## config.mk

```make
export PLATFORM = sky130hd
export DESIGN_NAME = fir_fast_convolution
export DESIGN_NICKNAME = d
export VERILOG_FILES = /design/src/hw/rtl/ffc_pkg.sv /design/src/hw/rtl/ffc_seq.sv /design/src/hw/rtl/ffc_datapath.sv /design/src/hw/rtl/fir_fast_convolution.sv
export VERILOG_INCLUDE_DIRS = /design/src /design/src/hw/rtl
export SDC_FILE = /design/constraint.sdc
export NUM_CORES = 2
export LEC_CHECK = 0
export BUFFER_PORTS_ARGS = -buffer_cell sky130_fd_sc_hd__buf_2
export CAP_MARGIN = 25
export CORE_ASPECT_RATIO = 1.2
export CORE_UTILIZATION = 26
export CTS_BUF_LIST = sky130_fd_sc_hd__clkbuf_8
export CTS_CLUSTER_SIZE = 16
export DETAILED_ROUTE_END_ITERATION = 6
export GPL_TIMING_DRIVEN = 0
export SLEW_MARGIN = 20
export SYNTH_ARGS = -nofsm -noshare
export SYNTH_HDL_FRONTEND = slang
export SYNTH_HIERARCHICAL = 1
export SYNTH_SLANG_ARGS = --single-unit
export TNS_END_PERCENT = 20
```

## constraint.sdc

```tcl
create_clock -name clk -period 7.5 [get_ports clk]
set_input_delay 1.125 -clock clk [delete_from_list [all_inputs] [get_ports clk]]
set_output_delay 1.125 -clock clk [all_outputs]
set_load 0.01 [all_outputs]
```

## src/hw/rtl/fir_fast_convolution_defines.svh

```systemverilog
// Assertion macros for the FIR filter block.
`ifndef FIR_FAST_CONVOLUTION_DEFINES_SVH
`define FIR_FAST_CONVOLUTION_DEFINES_SVH

// Same-cycle implication, checked on clk with reset masking.
`define FFC_ASSERT_NOW(lbl, ante, cons, msg) \
  lbl: assert property (@(posedge clk) disable iff (rst) (ante) |-> (cons)) else $error(msg);

// Next-cycle implication, checked on clk with reset masking.
`define FFC_ASSERT_NEXT(lbl, ante, cons, msg) \
  lbl: assert property (@(posedge clk) disable iff (rst) (ante) |=> (cons)) else $error(msg);

`endif

```

## src/hw/rtl/ffc_pkg.sv

```systemverilog
// Shared constants and types for the FIR filter block.
package ffc_pkg;

  localparam int MAX_TAPS = 64;
  localparam int TAP_W    = $clog2(MAX_TAPS);
  localparam int NT_W     = 7;
  localparam int DATA_W   = 16;
  localparam int PROD_W   = 2 * DATA_W;
  localparam int ACC_W    = PROD_W + TAP_W;
  localparam int FRAC_W   = 15;
  localparam int Q_W      = ACC_W - FRAC_W;
  localparam int PC_W     = 3;
  localparam int JC_W     = 3;

  localparam logic [NT_W-1:0] TAPS_RESET = NT_W'(MAX_TAPS);

  localparam logic CMD_LOAD   = 1'b0;
  localparam logic CMD_SAMPLE = 1'b1;

  // Jump conditions of the microprogram.
  localparam logic [JC_W-1:0] JC_NEXT     = 3'd0;
  localparam logic [JC_W-1:0] JC_ALWAYS   = 3'd1;
  localparam logic [JC_W-1:0] JC_IF_LOAD  = 3'd2;
  localparam logic [JC_W-1:0] JC_IF_MORE  = 3'd3;
  localparam logic [JC_W-1:0] JC_WAIT_IN  = 3'd4;
  localparam logic [JC_W-1:0] JC_WAIT_OUT = 3'd5;

  typedef struct packed {
    logic in_rdy;
    logic hist_wr;
    logic issue;
    logic tap_wr;
    logic finish;
  } ctrl_t;

  typedef struct packed {
    ctrl_t            ctrl;
    logic [JC_W-1:0]  jc;
    logic [PC_W-1:0]  target;
  } uword_t;

  typedef struct packed {
    logic accept;
    logic is_load;
    logic more;
    logic out_busy;
  } status_t;

endpackage

```

## src/hw/rtl/ffc_seq.sv

```systemverilog
// Microcoded sequencer: step counter, control store and jump logic.
module ffc_seq import ffc_pkg::*; (
  input  logic    clk,
  input  logic    rst,
  input  status_t status,
  output ctrl_t   ctrl
);

  localparam int PROG_LEN = 2 ** PC_W;

  localparam logic [PC_W-1:0] PC_WAIT   = 3'd0;
  localparam logic [PC_W-1:0] PC_DISP   = 3'd1;
  localparam logic [PC_W-1:0] PC_HWR    = 3'd2;
  localparam logic [PC_W-1:0] PC_ISSUE  = 3'd3;
  localparam logic [PC_W-1:0] PC_DRAIN0 = 3'd4;
  localparam logic [PC_W-1:0] PC_DRAIN1 = 3'd5;
  localparam logic [PC_W-1:0] PC_FINISH = 3'd6;
  localparam logic [PC_W-1:0] PC_LOAD   = 3'd7;

  // ctrl fields: in_rdy, hist_wr, issue, tap_wr, finish
  localparam uword_t PROGRAM [PROG_LEN] = '{
    '{ctrl: 5'b10000, jc: JC_WAIT_IN,  target: PC_DISP},
    '{ctrl: 5'b00000, jc: JC_IF_LOAD,  target: PC_LOAD},
    '{ctrl: 5'b01000, jc: JC_NEXT,     target: PC_WAIT},
    '{ctrl: 5'b00100, jc: JC_IF_MORE,  target: PC_ISSUE},
    '{ctrl: 5'b00000, jc: JC_NEXT,     target: PC_WAIT},
    '{ctrl: 5'b00000, jc: JC_NEXT,     target: PC_WAIT},
    '{ctrl: 5'b00001, jc: JC_WAIT_OUT, target: PC_WAIT},
    '{ctrl: 5'b00010, jc: JC_ALWAYS,   target: PC_WAIT}
  };

  logic [PC_W-1:0] pc;
  logic [PC_W-1:0] pc_next;
  uword_t          word;

  assign word = PROGRAM[pc];

  always_comb begin
    pc_next = pc + PC_W'(1);
    unique case (word.jc)
      JC_NEXT:     pc_next = pc + PC_W'(1);
      JC_ALWAYS:   pc_next = word.target;
      JC_IF_LOAD:  if (status.is_load) pc_next = word.target;
      JC_IF_MORE:  if (status.more) pc_next = word.target;
      JC_WAIT_IN:  pc_next = status.accept ? word.target : pc;
      JC_WAIT_OUT: pc_next = status.out_busy ? pc : word.target;
      default:     pc_next = PC_WAIT;
    endcase
  end

  always_comb begin
    ctrl = word.ctrl;
    // hold the result step until the output register can take it
    ctrl.finish = word.ctrl.finish & ~status.out_busy;
  end

  always_ff @(posedge clk) begin
    if (rst) begin
      pc <= PC_WAIT;
    end else begin
      pc <= pc_next;
    end
  end

endmodule

```

## src/hw/rtl/ffc_datapath.sv

```systemverilog
// Tap store, sample history, shared multiply-accumulate and output rounding.
module ffc_datapath import ffc_pkg::*; (
  input  logic                     clk,
  input  logic                     rst,
  input  ctrl_t                    ctrl,
  input  logic                     accept,
  input  logic                     command,
  input  logic [TAP_W-1:0]         tap_index,
  input  logic signed [DATA_W-1:0] coefficient,
  input  logic signed [DATA_W-1:0] sample,
  input  logic [NT_W-1:0]          taps_in_use,
  output logic                     is_load,
  output logic                     more,
  output logic signed [DATA_W-1:0] result_sample,
  output logic                     result_sat
);

  logic                     cmd_reg;
  logic [TAP_W-1:0]         idx_reg;
  logic signed [DATA_W-1:0] coef_reg;
  logic signed [DATA_W-1:0] samp_reg;

  logic signed [DATA_W-1:0] tap_mem  [MAX_TAPS];
  logic signed [DATA_W-1:0] hist_mem [MAX_TAPS];
  logic [MAX_TAPS-1:0]      tap_valid;
  logic [MAX_TAPS-1:0]      hist_valid;

  logic [TAP_W-1:0]         k;
  logic [TAP_W-1:0]         wptr;
  logic [TAP_W-1:0]         hist_addr;
  logic [NT_W-1:0]          n_active;

  logic signed [DATA_W-1:0] tap_q;
  logic signed [DATA_W-1:0] hist_q;
  logic                     tap_vq;
  logic                     hist_vq;
  logic                     rd_v;
  logic signed [PROD_W-1:0] prod;
  logic                     mul_v;
  logic signed [ACC_W-1:0]  acc;

  logic signed [DATA_W-1:0] tap_op;
  logic signed [DATA_W-1:0] hist_op;
  logic signed [ACC_W-1:0]  rounded;
  logic signed [Q_W-1:0]    q;
  logic                     in_range;

  always_ff @(posedge clk) begin
    if (accept) begin
      cmd_reg  <= command;
      idx_reg  <= tap_index;
      coef_reg <= coefficient;
      samp_reg <= sample;
    end
  end

  assign is_load = (cmd_reg == CMD_LOAD);

  // zero taps acts as one, too many acts as the full store
  always_comb begin
    if (taps_in_use == '0) begin
      n_active = NT_W'(1);
    end else if (taps_in_use > NT_W'(MAX_TAPS)) begin
      n_active = NT_W'(MAX_TAPS);
    end else begin
      n_active = taps_in_use;
    end
  end

  assign more      = ((NT_W'(k) + NT_W'(1)) < n_active);
  assign hist_addr = wptr - k;

  always_ff @(posedge clk) begin
    if (ctrl.tap_wr && (NT_W'(idx_reg) < NT_W'(MAX_TAPS))) begin
      tap_mem[idx_reg] <= coef_reg;
    end
    if (ctrl.hist_wr) begin
      hist_mem[wptr] <= samp_reg;
    end
    tap_q  <= tap_mem[k];
    hist_q <= hist_mem[hist_addr];
  end

  always_ff @(posedge clk) begin
    if (rst) begin
      tap_valid  <= '0;
      hist_valid <= '0;
      wptr       <= '0;
      k          <= '0;
      rd_v       <= 1'b0;
      mul_v      <= 1'b0;
    end else begin
      if (ctrl.tap_wr && (NT_W'(idx_reg) < NT_W'(MAX_TAPS))) begin
        tap_valid[idx_reg] <= 1'b1;
      end
      if (ctrl.hist_wr) begin
        hist_valid[wptr] <= 1'b1;
        k <= '0;
      end else if (ctrl.issue) begin
        k <= k + TAP_W'(1);
      end
      if (ctrl.finish) begin
        wptr <= wptr + TAP_W'(1);
      end
      rd_v  <= ctrl.issue;
      mul_v <= rd_v;
    end
  end

  always_ff @(posedge clk) begin
    tap_vq  <= tap_valid[k];
    hist_vq <= hist_valid[hist_addr];
  end

  // entries never written read as zero
  assign tap_op  = tap_vq ? tap_q : '0;
  assign hist_op = hist_vq ? hist_q : '0;

  always_ff @(posedge clk) begin
    prod <= tap_op * hist_op;
    if (ctrl.hist_wr) begin
      acc <= '0;
    end else if (mul_v) begin
      acc <= acc + ACC_W'(prod);
    end
  end

  // round half up, then clip to Q1.15
  assign rounded  = acc + ACC_W'(1 << (FRAC_W - 1));
  assign q        = rounded[ACC_W-1:FRAC_W];
  assign in_range = (q[Q_W-1:DATA_W-1] == '0) || (q[Q_W-1:DATA_W-1] == '1);

  always_comb begin
    if (in_range) begin
      result_sample = q[DATA_W-1:0];
    end else if (q[Q_W-1]) begin
      result_sample = {1'b1, {(DATA_W-1){1'b0}}};
    end else begin
      result_sample = {1'b0, {(DATA_W-1){1'b1}}};
    end
  end

  assign result_sat = ~in_range;

endmodule

```

## src/hw/rtl/fir_fast_convolution.sv

```systemverilog
// A load is written to the tap store after dispatch; a sample is written to the history, then
// the single shared multiply-accumulate walks the taps one per cycle, drains and rounds into the
// output register. A new transaction is accepted only once the previous one has finished.
// The output register lets the next transaction be accepted while a result waits.
// Reset (rst, synchronous, active high) empties the tap store and sample history
// through per-entry valid bits at once and sets taps_in_use to 64.
`include "fir_fast_convolution_defines.svh"

module fir_fast_convolution import ffc_pkg::*; (
  input  logic                     clk,
  input  logic                     rst,
  input  logic                     psel,
  input  logic                     penable,
  input  logic                     pwrite,
  input  logic [2:0]               paddr,
  input  logic [31:0]              pwdata,
  output logic [31:0]              prdata,
  output logic                     pready,
  input  logic                     in_valid,
  output logic                     in_ready,
  input  logic                     command,
  input  logic [TAP_W-1:0]         tap_index,
  input  logic signed [DATA_W-1:0] coefficient,
  input  logic signed [DATA_W-1:0] sample,
  output logic                     out_valid,
  input  logic                     out_ready,
  output logic signed [DATA_W-1:0] filtered_sample,
  output logic                     saturated
);

  localparam logic REG_TAPS = 1'b0;

  logic [NT_W-1:0]          taps_in_use;
  ctrl_t                    ctrl;
  status_t                  status;
  logic                     accept;
  logic                     is_load;
  logic                     more;
  logic signed [DATA_W-1:0] result_sample;
  logic                     result_sat;

  assign pready = 1'b1;

  always_ff @(posedge clk) begin
    if (rst) begin
      taps_in_use <= TAPS_RESET;
    end else if (psel && penable && pwrite && (paddr[2] == REG_TAPS)) begin
      taps_in_use <= pwdata[NT_W-1:0];
    end
  end

  assign prdata = (paddr[2] == REG_TAPS) ? {{(32-NT_W){1'b0}}, taps_in_use} : '0;

  assign in_ready = ctrl.in_rdy;
  assign accept   = in_valid & in_ready;

  assign status.accept   = accept;
  assign status.is_load  = is_load;
  assign status.more     = more;
  assign status.out_busy = out_valid & ~out_ready;

  ffc_seq u_seq (
    .clk    (clk),
    .rst    (rst),
    .status (status),
    .ctrl   (ctrl)
  );

  ffc_datapath u_dp (
    .clk           (clk),
    .rst           (rst),
    .ctrl          (ctrl),
    .accept        (accept),
    .command       (command),
    .tap_index     (tap_index),
    .coefficient   (coefficient),
    .sample        (sample),
    .taps_in_use   (taps_in_use),
    .is_load       (is_load),
    .more          (more),
    .result_sample (result_sample),
    .result_sat    (result_sat)
  );

  always_ff @(posedge clk) begin
    if (rst) begin
      out_valid <= 1'b0;
    end else if (ctrl.finish) begin
      out_valid <= 1'b1;
    end else if (out_ready) begin
      out_valid <= 1'b0;
    end
  end

  always_ff @(posedge clk) begin
    if (ctrl.finish) begin
      filtered_sample <= result_sample;
      saturated       <= result_sat;
    end
  end

  `FFC_ASSERT_NEXT(a_leave_wait, accept, !in_ready, "sequencer stayed ready after a transaction")
  `FFC_ASSERT_NOW(a_no_overwrite, ctrl.finish, !status.out_busy, "result overwrote a pending one")
  `FFC_ASSERT_NEXT(a_no_early_result, accept, !ctrl.finish, "result produced right after accept")

endmodule
```

==> flow_summary.ini <==
[critical_path]
cp_max_fo = 10
cp.arrival_ns = 7.93
crit_chain = clkbuf_1, clkbuf_1, nand3_1, inv_1, fa_1, fa_1, fa_1, fa_1, fa_1, inv_1, fa_1, inv_1, ha_1, nand4_1, a2111oi_4, o21bai_1, a21o_1, a31o_1, mux2i_1, a2111oi_2
r2r_slack_ns = 0.39
worstSetupStartpointType = flop
r2r_start = u_dp/hist_vq
cp-endpoint = u_dp/prod[31]
cp-end-kind = flop
rr_worst_depth = 20
r2r_end = u_dp/prod[31]
cp-startpoint = u_dp/hist_vq
worst_ep_required_time_ns = 8.32
worstSetupPathType = flop to flop
slowest_delay_ns = 0.69
crit_path_frequent_cell = fa_1
slowest_stage = fa_1

[finish]
fin_util = 0.307
finalNonFillerCells = 11700
final_common_cell = edfxtp_1
fillerInstances = 37500
multi_input_area_um2 = 31300
syn2layout_area_growth_pct = 17.2
final_cell_mix = edfxtp_1, mux4_2, nor2_1
fin_nets = 6722
seqCellArea_um2 = 68300
drive_above_1_share = 0.265
reg_top3 = u_dp/hist_mem (1024), u_dp/tap_mem (1024)

[routing]
drt-total-wl_mm = 264
ant_nets = 0
drc = 40
firstDrtPassIters = 7
drtIter0Drc = 4881
vias = 53500
viasPerCell = 4.57
drt-wirelength-per-cell_um = 22.5

[clocking]
ctsRootBufferMaster = clkbuf_8
tritoncts = yes
cts_setup_buffers = 0
clkSinkCount = 2361
clock_path_buffers = 4
clk_pin_slew_ns = 0.06
htree_levels = 5
cts_buffers = 383
clk_latency_ns = 0.99

[power]
leakagePower_nw = 39.4
pwr_density_cell_nw_per_um2 = 251
worst_ir_drop_vdd_v = 0.000207
power_frac_comb = 0.129
p_int_w = 0.0221
switching_share = 0.261
pwr-share-seq = 0.518
clkPwrFrac = 0.353
power.total_w = 0.0299
switchingPower_w = 0.00779

[global_route]
grt_pass1_wl_mm = 383
grt_pass1_vias = 56400
grt_use_total = 0.132
gr-total-overflow = 0
antenna_found_initial = 14
grt_max_degree = 31

[floorplanning]
dieHeight_um = 686
die_area_um2 = 393000
start_util = 0.262
num_rows = 250
die_width_um = 572
core_um2 = 388000
io_pins = 133

[sta]
fin_ws_ns = 0.385
final_max_slew_viol_count = 0
setup_viol = 0
tightest_slew_ns = 1.15
hold_violations = 0
post-route-period-util = 0.949
slew_headroom = 0.234
fin_skew_ns = 0.101
setup-tns-final_ns = 0
fmax_mhz = 141
fin_crit_ns = 7.11

[synth]
synthesis.area_um2 = 101000
synthFlopType = edfxtp_1
ys_types = 92
seq_area_frac_synth = 0.673
synth-edff-count = 2104
synth_seq_cells = 2361
synth.avg_cell_area_um2 = 18.2
async_flop_share = 0
yosys_warnings = 6
syn_inst = 5570

[placement]
hpwl_mm = 190
gp_congestion = 0.869
dp.cells = 11000
dp_worst_setup_slack_ns = -0.563
portBuffers = 79

[status]
status = finished with violations
violations = design-rule violations

[worst_hold_path]
min_path_type = primary input to flop

[run]
cap_violations = 0
-- power groups by stage --
stage | Clock, W | Sequential (W) | Combinational, W
4_1_cts | 0.0108 | 0.0155 | 0.00387
3_3_place_gp | 0 | 0.0165 | 0.00268
6_report | 0.0106 | 0.0155 | 0.00384
2_1_floorplan | 0 | 0.0159 | 0.00177
5_1_grt | 0.0113 | 0.0155 | 0.00405
3_5_place_dp | 0 | 0.0158 | 0.00387
-- area by class of cell --
cell class	count	area share
Clock buffer	411	0.0476
Tap cell	5166	0.0543
Sequential cell	2361	0.574
Buffer	278	0.0112
Inverter	332	0.0105
Clock inverter	287	0.0131
Timing Repair Buffer	261	0.0255
Antenna cell	7	0.000147
Multi-Input combinational cell	2620	0.263
-- how the worst min path moves through the flow --
stage                  startpoint                 end  slack [ns]  depth (start not counted)
2_1_floorplan           u_dp/rd_v          u_dp/mul_v        0.41                          1
3_3_place_gp   u_dp/tap_valid[17]  u_dp/tap_valid[17]        0.44                          2
3_5_place_dp   u_dp/tap_valid[26]  u_dp/tap_valid[26]        0.45                          2
4_1_cts            coefficient[4]    u_dp/coef_reg[4]        0.22                          1
5_1_grt           coefficient[15]   u_dp/coef_reg[15]        0.25                          1
6_report           coefficient[4]    u_dp/coef_reg[4]        0.33                          1
-- stage by stage --
| step | cell area [um2] | hold slack (ns) |
|---|---|---|
| floorplan | 102000 | 0.414 |
| CTS | 119000 | 0.223 |
| finish | 119000 | 0.325 |
| detailed placement | 112000 | 0.455 |
| global route | 119000 | 0.255 |
| global placement | 108000 | 0.444 |
-- what timing repair did --
item	4_1_cts	5_1_grt
setup endpoints to repair	1	1
pin swaps	0	1
resized for setup	3	21
hold buffers	0	0
-- metal layers --
| layer | vias to the layer above | share of wire | track usage |
|---|---|---|---|
| met5 | - | 0 | 0 |
| met4 | 0 | 0.037 | 0.0485 |
| met3 | 462 | 0.058 | 0.0199 |
| met2 | 1988 | 0.52 | 0.234 |
| met1 | 28300 | 0.39 | 0.161 |
| li1 | 22800 | - | - |
-- logic make-up after synthesis --
group,Yosys count,synth area share
buffers and inverters,613,0.0254
xor gates and xnor gates,92,0.00801
DFF,2361,0.673
AOI/OAI and AO/OA,280,0.0180
other,2,0.0000740
adders and majority gates,404,0.0693
muxes,749,0.160
and+or+nand+nor,1069,0.0461
-- synthesized netlist by cell type (13+ instances only) --
library cell  count  area, um2
nor2_1          605       2270
o21ai_1          20        100
a21oi_1          86        430
and2_1           26        163
nor3_1           14       70.1
xnor2_1          59        517
inv_1           327       1230
mux2i_1          51        510
mux4_2          697      15700
a211oi_1         33        248
edfxtp_1       2104      63200
or3_1            14       87.6
buf_4            38        285
buf_2            54        270
o211ai_1         13       97.6
ha_1            140       1750
nand2b_1         25        156
clkbuf_1        143        537
buf_1            38        143
a21o_1           33        248
nand2_1         210        788
xor2_1           32        280
fa_1            264       5290
dfxtp_1         257       5140
o21ai_0          35        175
nor2b_1          34        213
nand4_1          15       93.8
nand3_1          60        300
-- critical path, delay by kind of cell (launching register included) --
| kind | cells | cell delay (ns) |
|---|---|---|
| DFF | 1 | 0.32 |
| muxes | 1 | 0.12 |
| adders and majority gates | 7 | 3.49 |
| and+or+nand+nor | 2 | 0.57 |
| buffers and inverters | 5 | 1.08 |
| AOI/OAI and AO/OA | 5 | 1.43 |
No activity file was read; power rests on OpenSTA's default activity.
